$ cat src/design/hierarchical_bus_gain_mixer_defines.svh
// Assertion macros shared by the mixer modules.
// Needs nothing; included by the files that check their own logic.
`ifndef HIERARCHICAL_BUS_GAIN_MIXER_DEFINES_SVH
`define HIERARCHICAL_BUS_GAIN_MIXER_DEFINES_SVH

// antecedent implies consequent in the same cycle
`define HBGM_ASSERT_SAME(label, clk, rst, ante, cons, msg) \
   label: assert property (@(posedge clk) disable iff (rst) (ante) |-> (cons)) else $error(msg);

// antecedent implies consequent in the next cycle
`define HBGM_ASSERT_NEXT(label, clk, rst, ante, cons, msg) \
   label: assert property (@(posedge clk) disable iff (rst) (ante) |=> (cons)) else $error(msg);

// condition never holds
`define HBGM_ASSERT_NEVER(label, clk, rst, cond, msg) \
   label: assert property (@(posedge clk) disable iff (rst) !(cond)) else $error(msg);

`endif

$ cat src/design/hbgm_pkg.sv
// Types, constants and tables of the hierarchical bus gain mixer.
// Depends on nothing; used by every other design file but the macro header.
package hbgm_pkg;

   localparam int NUM_BUSES = 16;
   localparam int BUS_W     = $clog2(NUM_BUSES);
   localparam int GAIN_W    = 16;
   localparam int VOL_W     = 15;
   localparam int DUCK_W    = 16;

   localparam logic [GAIN_W-1:0] GAIN_ONE = 16'd4096;
   localparam logic [GAIN_W-1:0] GAIN_MAX = 16'hFFFF;
   localparam logic [21:0] LOG2_10_OVER_20_Q24 = 22'd2786635;

   localparam logic [VOL_W-1:0] VOL_UNITY   = 15'd4096;
   localparam logic [VOL_W-1:0] VOL_REDUCED = 15'd3277;
   localparam logic [BUS_W-1:0] BUS_MASTER   = 4'd0;
   localparam logic [BUS_W-1:0] BUS_MUSIC    = 4'd5;
   localparam logic [BUS_W-1:0] BUS_AMBIENCE = 4'd12;

   localparam logic [BUS_W-1:0] BUS_PARENT [NUM_BUSES] = '{
      4'd0, 4'd0, 4'd1, 4'd1, 4'd1, 4'd0, 4'd5, 4'd5,
      4'd5, 4'd0, 4'd9, 4'd9, 4'd0, 4'd12, 4'd12, 4'd12
   };

   // SFX and Ambience subtrees
   localparam logic [NUM_BUSES-1:0] VACUUM_MASK = 16'b1111_0000_0001_1110;

   localparam logic [17:0] EXP2_TAB [17] = '{
      18'd65536,  18'd68438,  18'd71468,  18'd74632,  18'd77936,  18'd81386,
      18'd84990,  18'd88752,  18'd92682,  18'd96785,  18'd101070, 18'd105545,
      18'd110218, 18'd115098, 18'd120194, 18'd125515, 18'd131072
   };

   typedef enum logic [2:0] {
      CMD_SET_VOLUME = 3'd0,
      CMD_SET_MUTE   = 3'd1,
      CMD_ADD_DUCK   = 3'd2,
      CMD_CLEAR_DUCK = 3'd3,
      CMD_QUERY      = 3'd4
   } cmd_type;

   typedef enum logic [2:0] {
      ST_IDLE,
      ST_UPDATE,
      ST_ISSUE,
      ST_LOAD,
      ST_HOP,
      ST_DONE
   } state_type;

   typedef struct packed {
      logic [VOL_W-1:0]         volume;
      logic                     mute;
      logic signed [DUCK_W-1:0] duck;
   } entry_type;

   typedef struct packed {
      logic             rd_en;
      logic [BUS_W-1:0] rd_addr;
      logic             wr_en;
      logic [BUS_W-1:0] wr_addr;
      logic             clr_duck;
   } store_ctl_type;

   function automatic logic [VOL_W-1:0] reset_volume(input logic [BUS_W-1:0] b);
      logic [VOL_W-1:0] v;
      v = VOL_UNITY;
      if (b == BUS_MUSIC || b == BUS_AMBIENCE) begin
         v = VOL_REDUCED;
      end
      return v;
   endfunction

endpackage

$ cat src/design/hbgm_if.sv
// Request and response channel interfaces of the mixer.
// Depends on hbgm_pkg for field widths.
interface hbgm_req_if;
   logic                                    valid;
   logic                                    ready;
   logic [2:0]                              cmd;
   logic [hbgm_pkg::BUS_W-1:0]              bus;
   logic signed [15:0]                      volume_in;
   logic                                    mute_in;
   logic signed [15:0]                      duck_delta;

   modport source (output valid, cmd, bus, volume_in, mute_in, duck_delta, input ready);
   modport sink (input valid, cmd, bus, volume_in, mute_in, duck_delta, output ready);
endinterface

interface hbgm_rsp_if;
   logic                                    valid;
   logic                                    ready;
   logic [hbgm_pkg::GAIN_W-1:0]             effective_gain;
   logic [hbgm_pkg::VOL_W-1:0]              stored_volume;
   logic                                    stored_mute;

   modport source (output valid, effective_gain, stored_volume, stored_mute, input ready);
   modport sink (input valid, effective_gain, stored_volume, stored_mute, output ready);
endinterface

$ cat src/design/hbgm_store.sv
// Bus state memory: volume, mute and ducking per bus, with registered read data.
// Depends on hbgm_pkg and the assertion macro header.
`include "hierarchical_bus_gain_mixer_defines.svh"

module hbgm_store (
   input  logic                     clock,
   input  logic                     reset,
   input  hbgm_pkg::store_ctl_type  ctl,
   input  hbgm_pkg::entry_type      wr_data,
   output hbgm_pkg::entry_type      rd_entry
);

   hbgm_pkg::entry_type                   store_mem [hbgm_pkg::NUM_BUSES];
   hbgm_pkg::entry_type                   rdata_ff;
   logic [hbgm_pkg::BUS_W-1:0]            raddr_ff;
   logic [hbgm_pkg::NUM_BUSES-1:0]        vld_ff;
   logic [hbgm_pkg::NUM_BUSES-1:0]        vld_in;
   logic [hbgm_pkg::NUM_BUSES-1:0]        dvld_ff;
   logic [hbgm_pkg::NUM_BUSES-1:0]        dvld_in;

   always_ff @(posedge clock) begin
      if (ctl.wr_en) begin
         store_mem[ctl.wr_addr] <= wr_data;
      end
      if (ctl.rd_en) begin
         rdata_ff <= store_mem[ctl.rd_addr];
         raddr_ff <= ctl.rd_addr;
      end
   end

   always_comb begin
      vld_in  = vld_ff;
      dvld_in = dvld_ff;
      if (ctl.clr_duck) begin
         dvld_in = '0;
      end
      if (ctl.wr_en) begin
         vld_in[ctl.wr_addr]  = 1'b1;
         dvld_in[ctl.wr_addr] = 1'b1;
      end
   end

   always_ff @(posedge clock) begin
      if (reset) begin
         vld_ff  <= '0;
         dvld_ff <= '0;
      end else begin
         vld_ff  <= vld_in;
         dvld_ff <= dvld_in;
      end
   end

   // unwritten entries read as their reset values
   always_comb begin
      rd_entry.volume = vld_ff[raddr_ff] ? rdata_ff.volume : hbgm_pkg::reset_volume(raddr_ff);
      rd_entry.mute   = vld_ff[raddr_ff] ? rdata_ff.mute : 1'b0;
      rd_entry.duck   = dvld_ff[raddr_ff] ? rdata_ff.duck : '0;
   end

   `HBGM_ASSERT_NEVER(a_no_rw_collision, clock, reset, ctl.rd_en && ctl.wr_en && (ctl.rd_addr == ctl.wr_addr), "read and write of one entry in one cycle")
   `HBGM_ASSERT_NEVER(a_no_write_on_clear, clock, reset, ctl.wr_en && ctl.clr_duck, "write during duck clear")
   `HBGM_ASSERT_NEXT(a_clear_drops_duck, clock, reset, ctl.clr_duck, dvld_ff == '0, "duck valid bits survive clear")

endmodule

$ cat src/design/hbgm_hop_unit.sv
// Per-bus gain step: volume multiply, then 10^(duck/20) via exp2 table.
// Five register stages; depends on hbgm_pkg.
module hbgm_hop_unit (
   input  logic                                clock,
   input  logic                                reset,
   input  logic                                start,
   input  logic [hbgm_pkg::GAIN_W-1:0]         g_in,
   input  hbgm_pkg::entry_type                 entry,
   output logic                                done,
   output logic [hbgm_pkg::GAIN_W-1:0]         g_out
);

   logic [3:0]                         vld_ff;
   logic                               done_ff;

   logic [30:0]                        s0_prodv_ff;
   logic signed [38:0]                 s0_e_ff;

   logic [hbgm_pkg::GAIN_W-1:0]        s1_g_ff;
   logic [hbgm_pkg::GAIN_W-1:0]        s1_g_in;
   logic [5:0]                         s1_ip_ff;
   logic [3:0]                         s1_idx_ff;
   logic [11:0]                        s1_rem_ff;
   logic [31:0]                        vsum;
   logic [38:0]                        t_val;
   logic [37:0]                        t_rnd;

   logic [hbgm_pkg::GAIN_W-1:0]        s2_g_ff;
   logic [5:0]                         s2_ip_ff;
   logic [16:0]                        s2_tlo_ff;
   logic [24:0]                        s2_dp_ff;
   logic [17:0]                        t_lo;
   logic [17:0]                        t_hi;
   logic [12:0]                        t_diff;

   logic [5:0]                         s3_ip_ff;
   logic [33:0]                        s3_prod_ff;
   logic [17:0]                        mant;

   logic [hbgm_pkg::GAIN_W-1:0]        g_out_ff;
   logic [hbgm_pkg::GAIN_W-1:0]        g_out_in;
   logic [3:0]                         lsh;
   logic [5:0]                         rsh;
   logic [49:0]                        wide;

   always_ff @(posedge clock) begin
      if (reset) begin
         vld_ff  <= '0;
         done_ff <= 1'b0;
      end else begin
         vld_ff  <= {vld_ff[2:0], start};
         done_ff <= vld_ff[3];
      end
   end

   always_ff @(posedge clock) begin
      s0_prodv_ff <= 31'(g_in) * 31'(entry.volume);
      s0_e_ff     <= $signed({{23{entry.duck[15]}}, entry.duck})
                     * $signed({17'd0, hbgm_pkg::LOG2_10_OVER_20_Q24});
   end

   always_comb begin
      vsum    = {1'b0, s0_prodv_ff} + 32'd2048;
      s1_g_in = (vsum[31:28] != 4'd0) ? hbgm_pkg::GAIN_MAX : vsum[27:12];
      t_val   = 39'(s0_e_ff) + (39'd1 << 37);
      t_rnd   = t_val[37:0] + 38'd32768;
   end

   always_ff @(posedge clock) begin
      s1_g_ff   <= s1_g_in;
      s1_ip_ff  <= t_rnd[37:32];
      s1_idx_ff <= t_rnd[31:28];
      s1_rem_ff <= t_rnd[27:16];
   end

   always_comb begin
      t_lo   = hbgm_pkg::EXP2_TAB[{1'b0, s1_idx_ff}];
      t_hi   = hbgm_pkg::EXP2_TAB[{1'b0, s1_idx_ff} + 5'd1];
      t_diff = 13'(t_hi - t_lo);
   end

   always_ff @(posedge clock) begin
      s2_g_ff   <= s1_g_ff;
      s2_ip_ff  <= s1_ip_ff;
      s2_tlo_ff <= t_lo[16:0];
      s2_dp_ff  <= 25'(t_diff) * 25'(s1_rem_ff);
   end

   always_comb begin
      mant = 18'(s2_tlo_ff) + 18'((26'(s2_dp_ff) + 26'd2048) >> 12);
   end

   always_ff @(posedge clock) begin
      s3_ip_ff   <= s2_ip_ff;
      s3_prod_ff <= 34'(s2_g_ff) * 34'(mant);
   end

   // scale by 2^(n-16), n = ip - 32
   always_comb begin
      lsh  = '0;
      rsh  = '0;
      wide = '0;
      if (s3_ip_ff >= 6'd48) begin
         lsh  = 4'(s3_ip_ff - 6'd48);
         wide = 50'(s3_prod_ff) << lsh;
      end else begin
         rsh  = 6'd48 - s3_ip_ff;
         wide = (50'(s3_prod_ff) + (50'd1 << (rsh - 6'd1))) >> rsh;
      end
      g_out_in = (wide > 50'(hbgm_pkg::GAIN_MAX)) ? hbgm_pkg::GAIN_MAX : wide[15:0];
   end

   always_ff @(posedge clock) begin
      if (vld_ff[3]) begin
         g_out_ff <= g_out_in;
      end
   end

   assign done  = done_ff;
   assign g_out = g_out_ff;

endmodule

$ cat src/design/hierarchical_bus_gain_mixer.sv
// Hierarchical bus gain mixer top level: command sequencer and result register.
// Depends on hbgm_pkg, hbgm_if, hbgm_store, hbgm_hop_unit and the macro header.
//
//   channel   dir  handshake        payload
//   req_chan  in   valid / ready    cmd, bus, volume_in, mute_in, duck_delta
//   rsp_chan  out  valid / ready    effective_gain, stored_volume, stored_mute
//   csr       in   csr_we           csr_wdata (vacuum mode)
//
// An item walks its path bus by bus from the addressed bus up to Master;
// a muted bus or a vacuumed subtree ends the walk early.
// Each bus costs one read of the state memory and the five stages of the hop unit.
// Reset clears the entry valid bits; every bus then reads its default state at once.
// One result waits in the output register while the next item is taken.
`include "hierarchical_bus_gain_mixer_defines.svh"

module hierarchical_bus_gain_mixer (
   input  logic         clock,
   input  logic         reset,
   hbgm_req_if.sink     req_chan,
   hbgm_rsp_if.source   rsp_chan,
   input  logic         csr_we,
   input  logic         csr_wdata
);

   hbgm_pkg::state_type                state_ff;
   hbgm_pkg::state_type                state_in;
   hbgm_pkg::cmd_type                  cmd_ff;
   logic [hbgm_pkg::BUS_W-1:0]         bus_ff;
   logic signed [15:0]                 vin_ff;
   logic                               mute_in_ff;
   logic signed [15:0]                 delta_ff;
   logic [hbgm_pkg::BUS_W-1:0]         cur_ff;
   logic [hbgm_pkg::BUS_W-1:0]         cur_in;
   logic [hbgm_pkg::GAIN_W-1:0]        gain_ff;
   logic [hbgm_pkg::GAIN_W-1:0]        gain_in;
   logic [hbgm_pkg::VOL_W-1:0]         sv_ff;
   logic [hbgm_pkg::VOL_W-1:0]         sv_in;
   logic                               sm_ff;
   logic                               sm_in;
   logic                               vacuum_ff;
   logic                               vacuum_in;

   logic                               rsp_valid_ff;
   logic                               rsp_valid_in;
   logic [hbgm_pkg::GAIN_W-1:0]        rsp_gain_ff;
   logic [hbgm_pkg::VOL_W-1:0]         rsp_vol_ff;
   logic                               rsp_mute_ff;
   logic                               load_out;

   hbgm_pkg::store_ctl_type            store_ctl;
   hbgm_pkg::entry_type                wr_entry;
   hbgm_pkg::entry_type                rd_entry;
   logic                               hop_start;
   logic                               hop_done;
   logic [hbgm_pkg::GAIN_W-1:0]        hop_gain;
   logic signed [16:0]                 duck_sum;

   hbgm_store u_store (
      .clock    (clock),
      .reset    (reset),
      .ctl      (store_ctl),
      .wr_data  (wr_entry),
      .rd_entry (rd_entry)
   );

   hbgm_hop_unit u_hop (
      .clock (clock),
      .reset (reset),
      .start (hop_start),
      .g_in  (gain_ff),
      .entry (rd_entry),
      .done  (hop_done),
      .g_out (hop_gain)
   );

   assign duck_sum = {rd_entry.duck[15], rd_entry.duck} + {delta_ff[15], delta_ff};

   always_comb begin
      state_in         = state_ff;
      cur_in           = cur_ff;
      gain_in          = gain_ff;
      sv_in            = sv_ff;
      sm_in            = sm_ff;
      store_ctl        = '0;
      wr_entry         = rd_entry;
      hop_start        = 1'b0;
      load_out         = 1'b0;
      req_chan.ready   = 1'b0;
      unique case (state_ff)
         hbgm_pkg::ST_IDLE: begin
            req_chan.ready = 1'b1;
            if (req_chan.valid) begin
               store_ctl.rd_en   = 1'b1;
               store_ctl.rd_addr = req_chan.bus;
               cur_in            = req_chan.bus;
               gain_in           = hbgm_pkg::GAIN_ONE;
               state_in          = hbgm_pkg::ST_UPDATE;
            end
         end
         hbgm_pkg::ST_UPDATE: begin
            store_ctl.wr_addr = bus_ff;
            unique case (cmd_ff)
               hbgm_pkg::CMD_SET_VOLUME: begin
                  wr_entry.volume = vin_ff[15] ? '0 : vin_ff[14:0];
                  store_ctl.wr_en = 1'b1;
               end
               hbgm_pkg::CMD_SET_MUTE: begin
                  wr_entry.mute   = mute_in_ff;
                  store_ctl.wr_en = 1'b1;
               end
               hbgm_pkg::CMD_ADD_DUCK: begin
                  if (duck_sum[16] != duck_sum[15]) begin
                     wr_entry.duck = duck_sum[16] ? 16'sh8000 : 16'sh7FFF;
                  end else begin
                     wr_entry.duck = duck_sum[15:0];
                  end
                  store_ctl.wr_en = 1'b1;
               end
               hbgm_pkg::CMD_CLEAR_DUCK: begin
                  store_ctl.clr_duck = 1'b1;
               end
               default: begin
               end
            endcase
            sv_in = wr_entry.volume;
            sm_in = wr_entry.mute;
            if (vacuum_ff && hbgm_pkg::VACUUM_MASK[bus_ff]) begin
               gain_in  = '0;
               state_in = hbgm_pkg::ST_DONE;
            end else begin
               state_in = hbgm_pkg::ST_ISSUE;
            end
         end
         hbgm_pkg::ST_ISSUE: begin
            // read after the write-back has landed
            store_ctl.rd_en   = 1'b1;
            store_ctl.rd_addr = cur_ff;
            state_in          = hbgm_pkg::ST_LOAD;
         end
         hbgm_pkg::ST_LOAD: begin
            if (rd_entry.mute) begin
               gain_in  = '0;
               state_in = hbgm_pkg::ST_DONE;
            end else begin
               hop_start         = 1'b1;
               store_ctl.rd_en   = 1'b1;
               store_ctl.rd_addr = hbgm_pkg::BUS_PARENT[cur_ff];
               state_in          = hbgm_pkg::ST_HOP;
            end
         end
         hbgm_pkg::ST_HOP: begin
            if (hop_done) begin
               gain_in = hop_gain;
               if (cur_ff == hbgm_pkg::BUS_MASTER) begin
                  state_in = hbgm_pkg::ST_DONE;
               end else begin
                  cur_in   = hbgm_pkg::BUS_PARENT[cur_ff];
                  state_in = hbgm_pkg::ST_LOAD;
               end
            end
         end
         hbgm_pkg::ST_DONE: begin
            if (!rsp_valid_ff || rsp_chan.ready) begin
               load_out = 1'b1;
               state_in = hbgm_pkg::ST_IDLE;
            end
         end
         default: begin
            state_in = hbgm_pkg::ST_IDLE;
         end
      endcase
   end

   always_ff @(posedge clock) begin
      if (reset) begin
         state_ff <= hbgm_pkg::ST_IDLE;
      end else begin
         state_ff <= state_in;
      end
   end

   always_ff @(posedge clock) begin
      if (req_chan.valid && req_chan.ready) begin
         cmd_ff     <= hbgm_pkg::cmd_type'(req_chan.cmd);
         bus_ff     <= req_chan.bus;
         vin_ff     <= req_chan.volume_in;
         mute_in_ff <= req_chan.mute_in;
         delta_ff   <= req_chan.duck_delta;
      end
      cur_ff  <= cur_in;
      gain_ff <= gain_in;
      sv_ff   <= sv_in;
      sm_ff   <= sm_in;
   end

   assign vacuum_in = csr_we ? csr_wdata : vacuum_ff;

   always_ff @(posedge clock) begin
      if (reset) begin
         vacuum_ff <= 1'b0;
      end else begin
         vacuum_ff <= vacuum_in;
      end
   end

   always_comb begin
      rsp_valid_in = rsp_valid_ff;
      if (load_out) begin
         rsp_valid_in = 1'b1;
      end else if (rsp_chan.ready) begin
         rsp_valid_in = 1'b0;
      end
   end

   always_ff @(posedge clock) begin
      if (reset) begin
         rsp_valid_ff <= 1'b0;
      end else begin
         rsp_valid_ff <= rsp_valid_in;
      end
   end

   always_ff @(posedge clock) begin
      if (load_out) begin
         rsp_gain_ff <= gain_ff;
         rsp_vol_ff  <= sv_ff;
         rsp_mute_ff <= sm_ff;
      end
   end

   assign rsp_chan.valid          = rsp_valid_ff;
   assign rsp_chan.effective_gain = rsp_gain_ff;
   assign rsp_chan.stored_volume  = rsp_vol_ff;
   assign rsp_chan.stored_mute    = rsp_mute_ff;

   `HBGM_ASSERT_NEXT(a_accept_to_update, clock, reset, req_chan.valid && req_chan.ready, state_ff == hbgm_pkg::ST_UPDATE, "transfer did not start an update")
   `HBGM_ASSERT_SAME(a_hop_done_in_hop, clock, reset, hop_done, state_ff == hbgm_pkg::ST_HOP, "hop result outside hop state")
   `HBGM_ASSERT_SAME(a_muted_gives_zero, clock, reset, (state_ff == hbgm_pkg::ST_DONE) && sm_ff, gain_ff == '0, "muted bus with nonzero gain")

endmodule

$ cat src/flat_wrapper.sv
// flat-port wrapper written by rule: the top's interface ports become plain ports
module hierarchical_bus_gain_mixer_flat 
  (clock, reset, csr_we, csr_wdata, req_chan_valid, req_chan_cmd, req_chan_bus, req_chan_volume_in, req_chan_mute_in, req_chan_duck_delta, req_chan_ready, rsp_chan_valid, rsp_chan_effective_gain, rsp_chan_stored_volume, rsp_chan_stored_mute, rsp_chan_ready);
  hbgm_req_if req_chan_i ();
  hbgm_rsp_if rsp_chan_i ();
  input  logic clock;
  input  logic reset;
  input  logic csr_we;
  input  logic csr_wdata;
  input wire logic [$bits(req_chan_i.valid)-1:0] req_chan_valid;
  input wire logic [$bits(req_chan_i.cmd)-1:0] req_chan_cmd;
  input wire logic [$bits(req_chan_i.bus)-1:0] req_chan_bus;
  input wire logic [$bits(req_chan_i.volume_in)-1:0] req_chan_volume_in;
  input wire logic [$bits(req_chan_i.mute_in)-1:0] req_chan_mute_in;
  input wire logic [$bits(req_chan_i.duck_delta)-1:0] req_chan_duck_delta;
  output wire logic [$bits(req_chan_i.ready)-1:0] req_chan_ready;
  output wire logic [$bits(rsp_chan_i.valid)-1:0] rsp_chan_valid;
  output wire logic [$bits(rsp_chan_i.effective_gain)-1:0] rsp_chan_effective_gain;
  output wire logic [$bits(rsp_chan_i.stored_volume)-1:0] rsp_chan_stored_volume;
  output wire logic [$bits(rsp_chan_i.stored_mute)-1:0] rsp_chan_stored_mute;
  input wire logic [$bits(rsp_chan_i.ready)-1:0] rsp_chan_ready;
  assign req_chan_i.valid = req_chan_valid;
  assign req_chan_i.cmd = req_chan_cmd;
  assign req_chan_i.bus = req_chan_bus;
  assign req_chan_i.volume_in = req_chan_volume_in;
  assign req_chan_i.mute_in = req_chan_mute_in;
  assign req_chan_i.duck_delta = req_chan_duck_delta;
  assign req_chan_ready = req_chan_i.ready;
  assign rsp_chan_valid = rsp_chan_i.valid;
  assign rsp_chan_effective_gain = rsp_chan_i.effective_gain;
  assign rsp_chan_stored_volume = rsp_chan_i.stored_volume;
  assign rsp_chan_stored_mute = rsp_chan_i.stored_mute;
  assign rsp_chan_i.ready = rsp_chan_ready;
  hierarchical_bus_gain_mixer u_core (.clock(clock), .reset(reset), .req_chan(req_chan_i), .rsp_chan(rsp_chan_i), .csr_we(csr_we), .csr_wdata(csr_wdata));
endmodule
$ cat config.mk
export PLATFORM = sky130hd
export DESIGN_NAME = hierarchical_bus_gain_mixer_flat
export DESIGN_NICKNAME = d
export VERILOG_FILES = /design/src/design/hbgm_pkg.sv /design/src/design/hbgm_if.sv /design/src/design/hbgm_store.sv /design/src/design/hbgm_hop_unit.sv /design/src/design/hierarchical_bus_gain_mixer.sv /design/src/flat_wrapper.sv
export VERILOG_INCLUDE_DIRS = /design/src /design/src/design
export SDC_FILE = /design/constraint.sdc
export NUM_CORES = 2
export LEC_CHECK = 0
export BUFFER_PORTS_ARGS = -buffer_cell sky130_fd_sc_hd__buf_2
export CORE_AREA = 2 2 452 342
export CTS_BUF_LIST = sky130_fd_sc_hd__clkbuf_8 sky130_fd_sc_hd__clkbuf_16
export DETAILED_ROUTE_END_ITERATION = 7
export DIE_AREA = 0 0 454 344
export GPL_TIMING_DRIVEN = 0
export PLACE_DENSITY = 0.68
export SETUP_SLACK_MARGIN = 0.4
export SLEW_MARGIN = 20
export SYNTH_ARGS = -nofsm -noshare
export SYNTH_HDL_FRONTEND = slang
export SYNTH_SLANG_ARGS = --single-unit
$ cat constraint.sdc
create_clock -name clock -period 30 [get_ports clock]
set_clock_uncertainty 0.1 [all_clocks]
set_input_delay 3 -clock clock [delete_from_list [all_inputs] [get_ports clock]]
set_output_delay 3 -clock clock [all_outputs]
set_load 0.01 [all_outputs]
# Word-level counts from Yosys, hierarchy flattened
# Memory sizes are Yosys's and may differ from the RTL's. A register that Yosys moved wholly into a read port is not among the register bits.
# Cells that the tools add are included.
# word_totals
mem_count,5
out_inout_bits,34
input_bits,46
latchBits,0
elab_cells,166
ram_bits,512
romBits,1232
register_bits,381
# mem_list
memory,depth,word_bits,read_ports,rd_ports_with_merged_regs,wr,line_no,source
(name not given),32,18,1,0,0,hbgm_hop_unit.sv:78,"t_hi = hbgm_pkg::EXP2_TAB[{1'b0, s1_idx_ff} + 5'd1];"
(name not given),32,18,1,0,0,hbgm_hop_unit.sv:77,"t_lo = hbgm_pkg::EXP2_TAB[{1'b0, s1_idx_ff}];"
u_core.u_store.store_mem,16,32,1,1,1,hbgm_store.sv:13,hbgm_pkg::entry_type store_mem [hbgm_pkg::NUM_BUSES];
(name not given),16,4,1,0,0,hierarchical_bus_gain_mixer.sv:147,store_ctl.rd_addr = hbgm_pkg::BUS_PARENT[cur_ff];
(name not given),16,1,1,1,0,hierarchical_bus_gain_mixer.sv:127,if (vacuum_ff && hbgm_pkg::VACUUM_MASK[bus_ff]) begin
# classes
n_eq_ne,17
n_shift,3
n_bitwise,6
n_mul,4
magnitude_cmp,9
n_reduce_logical,18
n_addsub,12
mux,58
n_div,0
# ops
operator,n
16-bit 2-to-1 mux,10
16-bit one-hot mux with 4 select lines,1
34-bit by 50-bit adder with 50-bit output,1
"50-bit by 16-bit greater-than comparator with 1-bit output, second input constant",1
50-bit 2-to-1 mux,1
"1-bit by 6-bit left shift with 50-bit output, first input constant",1
34-bit by 4-bit left shift with 50-bit output,1
50-bit by 6-bit right shift with 50-bit output,1
15-bit 2-to-1 mux,3
13-bit 2-to-1 mux,3
"38-bit by 16-bit adder with 38-bit output, second input constant",1
"38-bit adder, second input constant",1
"16-bit by 23-bit multiplier with 38-bit output, second input constant",1
16-bit by 18-bit multiplier with 34-bit output,1
17-bit 2-to-1 mux,2
"31-bit by 12-bit adder with 32-bit output, second input constant",1
32-bit 2-to-1 mux,1
16-bit OR,2
16-bit by 15-bit multiplier with 31-bit output,1
"25-bit by 12-bit adder with 26-bit output, second input constant",1
13-bit by 12-bit multiplier with 25-bit output,1
4-bit 2-to-1 mux,6
17-bit by 14-bit adder with 18-bit output,1
"6-bit greater-or-equal comparator, second input constant",3
other kinds (42),81

# Logic depth before layout (Yosys ltp)
# logic_depth
ltp_word,10
depth_mapped,41

# Hierarchy
# From an unflattened synthesis, not the netlist that was laid out.
# unflattened
hier_cells,6233
area_unflattened_um2,68401.9
# by_module_without_submodules
module,cells_each,seq_area_each_um2,instances,area_each_um2
hbgm_hop_unit,4806,4043.9,1,40836.7
hbgm_store,957,17096.4,1,21941.0
hierarchical_bus_gain_mixer,470,3363.2,1,5624.1

# Worst setup path after synthesis
# Ideal clock, no wire load.
# synth_path
path_type,reg-to-reg
from,register u_core.u_hop.s2_dp_ff[11]
to,register u_core.u_hop.s3_prod_ff[32]
period_less_slack_ns,9.395
path_buffers,1
stages_incl_launch_ff,41
required_ns,29.773
arrival_ns,9.169
slack_ns,20.605
path_cell_list,dfxtp_1 -> ha_1 -> ha_1 -> inv_1 -> fa_1 -> nor2b_1 -> o21ai_0 -> a21boi_0 -> o21ai_0 -> a21boi_0 -> o21ai_0 -> a21boi_0 -> o21ai_0 -> a21boi_0 -> o21a_1 -> o21a_1 -> o311ai_0 -> clkbuf_1 -> [... 5 more ...] -> fa_1 -> fa_1 -> inv_1 -> fa_1 -> inv_1 -> ha_1 -> a21o_1 -> a21oi_1 -> nand2_1 -> o21ai_0 -> a31oi_1 -> a41oi_1 -> a211o_1 -> o21ai_0 -> or4_1 -> a31oi_1 -> o21ai_0 -> xor2_1
# synth_between
elab_chain_cells,3
# synth_lines
item,line_no,source
"start, declared",hbgm_hop_unit.sv:31,logic [24:0] s2_dp_ff;
"start signal, assigned",hbgm_hop_unit.sv:86,s2_dp_ff <= 25'(t_diff) * 25'(s1_rem_ff);
25-bit by 12-bit adder with 26-bit output,hbgm_hop_unit.sv:90,mant = 18'(s2_tlo_ff) + 18'((26'(s2_dp_ff) + 26'd2048) >> 12);
17-bit by 14-bit adder with 18-bit output,hbgm_hop_unit.sv:90,
16-bit by 18-bit multiplier with 34-bit output,hbgm_hop_unit.sv:95,s3_prod_ff <= 34'(s2_g_ff) * 34'(mant);
"end signal, assigned",hbgm_hop_unit.sv:95,
"end, declared",hbgm_hop_unit.sv:37,logic [33:0] s3_prod_ff;
# Every way passes these cells.
# A chain may end at the register's enable or synchronous reset.

# Worst setup path in the final report
# layout_path
from,register u_core.u_hop.s3_ip_ff[0]
to,register u_core.u_hop.g_out_ff (netlist bit u_core.u_hop.g_out[7]) (data pin)
# layout_between
elab_chain_cells,7
# layout_lines
item,line_no,source
"start, declared",hbgm_hop_unit.sv:36,logic [5:0] s3_ip_ff;
"start signal, assigned",hbgm_hop_unit.sv:94,s3_ip_ff <= s2_ip_ff;
6-bit subtractor,hbgm_hop_unit.sv:107,rsh = 6'd48 - s3_ip_ff;
6-bit by 1-bit subtractor with 6-bit output,hbgm_hop_unit.sv:108,wide = (50'(s3_prod_ff) + (50'd1 << (rsh - 6'd1))) >> rsh;
1-bit by 6-bit left shift with 50-bit output,hbgm_hop_unit.sv:108,
34-bit by 50-bit adder with 50-bit output,hbgm_hop_unit.sv:108,
50-bit by 6-bit right shift with 50-bit output,hbgm_hop_unit.sv:108,
50-bit 2-to-1 mux (*),hbgm_hop_unit.sv:103,if (s3_ip_ff >= 6'd48) begin
50-bit by 16-bit greater-than comparator with 1-bit output,hbgm_hop_unit.sv:110,g_out_in = (wide > 50'(hbgm_pkg::GAIN_MAX)) ? hbgm_pkg::GAIN_MAX : wide[15:0];
"end signal, assigned",hbgm_hop_unit.sv:115,g_out_ff <= g_out_in;
"end, declared",hbgm_hop_unit.sv:40,logic [hbgm_pkg::GAIN_W-1:0] g_out_ff;
# Mark *: on every way between the ends. The rest lies on a longest branch, timed or not.

==> results by group <==
Outcome
  – Status: completed

Setup path
  – Data arrival at the endpoint of the critical path: approximately 12 ns
  – Buffers and inverters on the worst path: 9
  – Launching element type of the critical path: flip-flop
  – Worst-path cell with the longest stage delay: clkbuf_1
  – Peak fanout along the critical path: 12
  – Worst Path Required: between 30 and 40 ns
  – Cell family contributing the most delay on the critical path: compound AO/OA/AOI/OAI gates
  – Startpoint of the worst register-to-register path: u_core.u_hop.s3_ip_ff[0]$_DFF_P_
  – Worst reg2reg path depth: 30
  – Critical path start-end classification: reg -> reg
  – R2R Path End: u_core.u_hop.g_out[7]$_SDFFCE_PN1P_
  – Endpoint type of the worst setup path: flip-flop
  – Reg2reg setup slack: roughly 18 ns
  – Delay of the slowest cell on the worst path: about 0.74 ns

Yosys
  – Synth Net Count: 8,033
  – Count of different cell masters after synthesis: 90
  – Number of enable flip-flop cells after synthesis: 672
  – Synth Area in Compound Gates: approximately 9%
  – Synthesized area per cell: just under 10 sq um
  – Sequential element share of the synthesized area: 36.1%
  – Share of synthesized cell area in and, or, nand and nor gates: 17.3%
  – Number of register bits inferred by synthesis: around 900
  – Most common flop cell mapped by yosys: edfxtp_1
  – Adder-cell area share of the yosys netlist: approximately 27%
  – Share of Yosys cell area claimed by the top area cell type: 29.7%
  – Mapped cell area: around 0.068 sq mm
  – Post-synthesis share of cell area spent on xor and xnor gates: about 2.6%
  – Post-synthesis mux area share: about 1.8%
  – Share of flip-flops with an asynchronous set or reset after synthesis: 0%
  – Main area contributors after synthesis: edfxtp_1, fa_1, ha_1, dfxtp_1, nand2_1
  – Post-Synthesis Cells: about 7,000
  – Combinational family with the most area after synthesis: adder cells
  – Dominant cell type by area after synthesis: edfxtp_1
  – Warnings from Yosys: 0

Routing
  – Via/cell ratio: approximately 5.7
  – Detailed Route Iter0 Violations: between 5,000 and 6,000
  – Number of vias in the routed layout: 52,300
  – Total wire length after detailed routing: between 150 and 200 mm
  – Antenna-violating nets left: 0
  – First-pass iteration count of the detailed router: 6
  – Final routed DRC violation total: 0
  – Average detailed-routed wire length per instance: 21.8 um

Final layout
  – Number of filler instances in the final layout: roughly 14,000
  – Commonest non-fill, non-tap cells in the layout: nand2_1, inv_1, edfxtp_1
  – Share of final-layout standard cells stronger than drive strength 1: under 10%
  – Area added between synthesis and finish: 10.1%
  – Final layout net count: around 8,200
  – Most common library cell in the layout ignoring fill and taps: nand2_1

Min path
  – Hold Path Depth: 0
  – Hold path startpoint: u_core.u_hop.s2_ip_ff[0]$_DFF_P_
  – End of the worst hold path: u_core.u_hop.s3_ip_ff[0]$_DFF_P_
  – Worst min-delay path class: reg -> reg

Timing
  – Final slew viol count: 0
  – Slew at the pin with the worst max-slew slack: 1.15 ns
  – Fin worst setup slack: 18.09 ns
  – Setup Total Neg Slack: 0 ns
  – Setup repair after global routing missed its margin: no
  – Fmax: between 80 and 90 MHz
  – Number of failing setup endpoints in the final timing report: 0
  – Worst-case headroom to the max-slew limit: 23.0%
  – Final Hold Vio Count: 0
  – Final cycle utilization of the critical path: about two fifths
  – Post-layout minimum cycle time: ~12 ns

Floorplanning
  – DIE WIDTH: 454 um
  – Placeable core region: 0.152 sq mm
  – Starting density of the core: approximately 45%
  – Count of standard-cell rows: between 100 and 150
  – Die ar.: around 0.16 sq mm
  – Vertical extent of the die: 344 um
  – Count of pins on the block boundary: 80

Placement
  – Port buffer count: 78
  – Final estimated routing congestion in global placement: approximately 0.98
  – Worst setup slack after placement: between 15 and 20 ns
  – Hpwl dp: approximately 150 mm

Run
  – Number of violations of the max-capacitance limit: 0

CTS
  – Buffers from clock root to sink, at most: 3
  – Number of buffers created by CTS: 88
  – Number of setup buffers added after CTS: 0
  – Post-CTS Hold Fix Bufs: 0
  – Root buffer cell: clkbuf_16
  – Skew-Pair Late Insertion Delay: around 0.74 ns
  – TritonCTS clock tree: built
  – Clock-pin slew reported for the worst setup and hold paths after clock tree synthesis: about 0.06 ns
  – Maximum level of the CTS H-tree: 3
  – Number of clock sinks: approximately 890
  – CTS-repair resized insts: 0

Power
  – Maximum vdd drop: around 53 uV
  – Total power density per cell area: ~63 mW/mm^2
  – Lkg Pwr: 0.0328 uW
  – Total power consumption of the routed design: between 4000 and 5000 uW

GRT
  – Vias in the first global route: between 50,000 and 60,000
  – Total overflow reported by the global router: 0
  – Wire length of the first global-routing pass: 310 mm
  – Largest net degree at the start of global routing: 44
  – Number of antenna violations at the first check in global routing: 6
  – Global-route usage over all layers: between 20% and 30%
==> worst max path at each step <==
stage,from,to,slack (ns),cells past startpoint
2_1_floorplan,u_core.u_hop.s2_dp_ff[11]$_DFF_P_,u_core.u_hop.s3_prod_ff[32]$_DFF_P_,20.60,40
4_1_cts,u_core.u_hop.s3_ip_ff[0]$_DFF_P_,u_core.u_hop.g_out[6]$_SDFFCE_PN1P_,18.68,30
5_1_grt,u_core.u_hop.s3_ip_ff[0]$_DFF_P_,u_core.u_hop.g_out[6]$_SDFFCE_PN1P_,17.76,30
3_5_place_dp,u_core.u_hop.s3_ip_ff[0]$_DFF_P_,u_core.u_hop.g_out[6]$_SDFFCE_PN1P_,18.74,30
3_3_place_gp,u_core.u_hop.s2_dp_ff[13]$_DFF_P_,u_core.u_hop.s3_prod_ff[32]$_DFF_P_,18.68,39
6_report,u_core.u_hop.s3_ip_ff[0]$_DFF_P_,u_core.u_hop.g_out[7]$_SDFFCE_PN1P_,18.09,30
==> through the flow <==
stage,cells,util [%],hold WS (ns),area [sq um]
after global placement,8971,46.8,0.210,70900
after detailed placement,9002,47.3,0.213,71700
after floorplan,6877,-,0.210,68000
after global routing,9165,49.4,0.230,74800
after CTS,9164,49.3,0.227,74800
final,9167,49.4,0.224,74800
==> cells in the mapped netlist (8+ instances only) <==
cell / instances
nor2_1: 348
buf_1: 17
nor2b_1: 88
o22ai_1: 19
nand2b_1: 52
a41oi_1: 9
o31a_1: 8
a22o_1: 8
xor2_1: 62
or3_1: 18
mux2_2: 26
o31ai_1: 16
and2_1: 234
xnor2_1: 137
mux4_2: 18
clkbuf_1: 318
fa_1: 599
a21boi_0: 20
dfxtp_1: 216
o211a_1: 9
edfxtp_1: 672
a211oi_1: 48
mux2i_1: 51
inv_1: 777
nand4_1: 36
a311oi_1: 69
nand3b_1: 17
o21a_1: 30
and3_1: 130
a21oi_1: 217
nor4_1: 13
nand2_1: 1151
ha_1: 511
o221ai_1: 8
o21ai_0: 151
nor3_1: 102
o211ai_1: 36
a22oi_1: 17
nand3_1: 332
a21o_1: 59
a31oi_1: 73
a221oi_1: 9
o21bai_1: 15
==> cells by family (layout without fill, tap and decap cells) <==
| logic type | after synthesis | count (layout) |
|---|---|---|
| and+or+nand+nor | 2553 | 2553 |
| buffers and inverters | 1130 | 1401 |
| adders and majority gates | 1110 | 1110 |
| AOI/OAI and AO/OA | 902 | 902 |
| DFF | 888 | 888 |
| xor gates and xnor gates | 199 | 199 |
| muxes | 95 | 95 |
| other | 0 | 3 |
==> registers in the layout, summed over array words and instances, names as in the netlist, 15 cells and up, named ones only <==
name,flops
u_core.sv_ff,15
u_core.u_store.vld_ff,16
u_core.u_hop.s2_tlo_ff,16
u_core.rsp_chan.effective_gain,16
u_core.u_hop.s2_g_ff,16
u_core.u_store.store_mem,512
u_core.delta_ff,16
u_core.u_hop.s1_g_ff,16
u_core.u_store.rdata_ff,32
u_core.rsp_chan.stored_volume,15
u_core.vin_ff,16
u_core.u_store.dvld_ff,16
u_core.u_hop.s3_prod_ff,34
u_core.u_hop.s0_prodv_ff,20
u_core.gain_ff,16
u_core.u_hop.g_out,16
u_core.u_hop.s0_e_ff,23
==> cell type report <==
class	instances	area, sq um	area share, %
antenna	3	7.51	0.0100
clock buffer	92	2260	3.02
sequential	888	24500	32.7
clock inverter	70	825	1.10
multi-input combinational	4859	39500	52.7
buffer	344	1320	1.76
timing repair buffer	109	980	1.31
tap	2016	2520	3.37
inverter	786	2950	3.94
==> metal layers <==
layer	up-vias	global-route usage (%)	wire length [um]
met5	-	0	0
met4	0	5.25	3970
met3	282	6.40	22000
met2	2510	37.7	84700
met1	25900	38.3	89200
li1	23600	-	-
==> report_power, final <==
group / switching (uW) / leakage [uW] / internal, uW
Combinational: 1270 / 0.0232 / 721
Clock: 510 / 0.00152 / 660
Sequential: 126 / 0.00806 / 1450
Power figures use the tool's default switching activity.
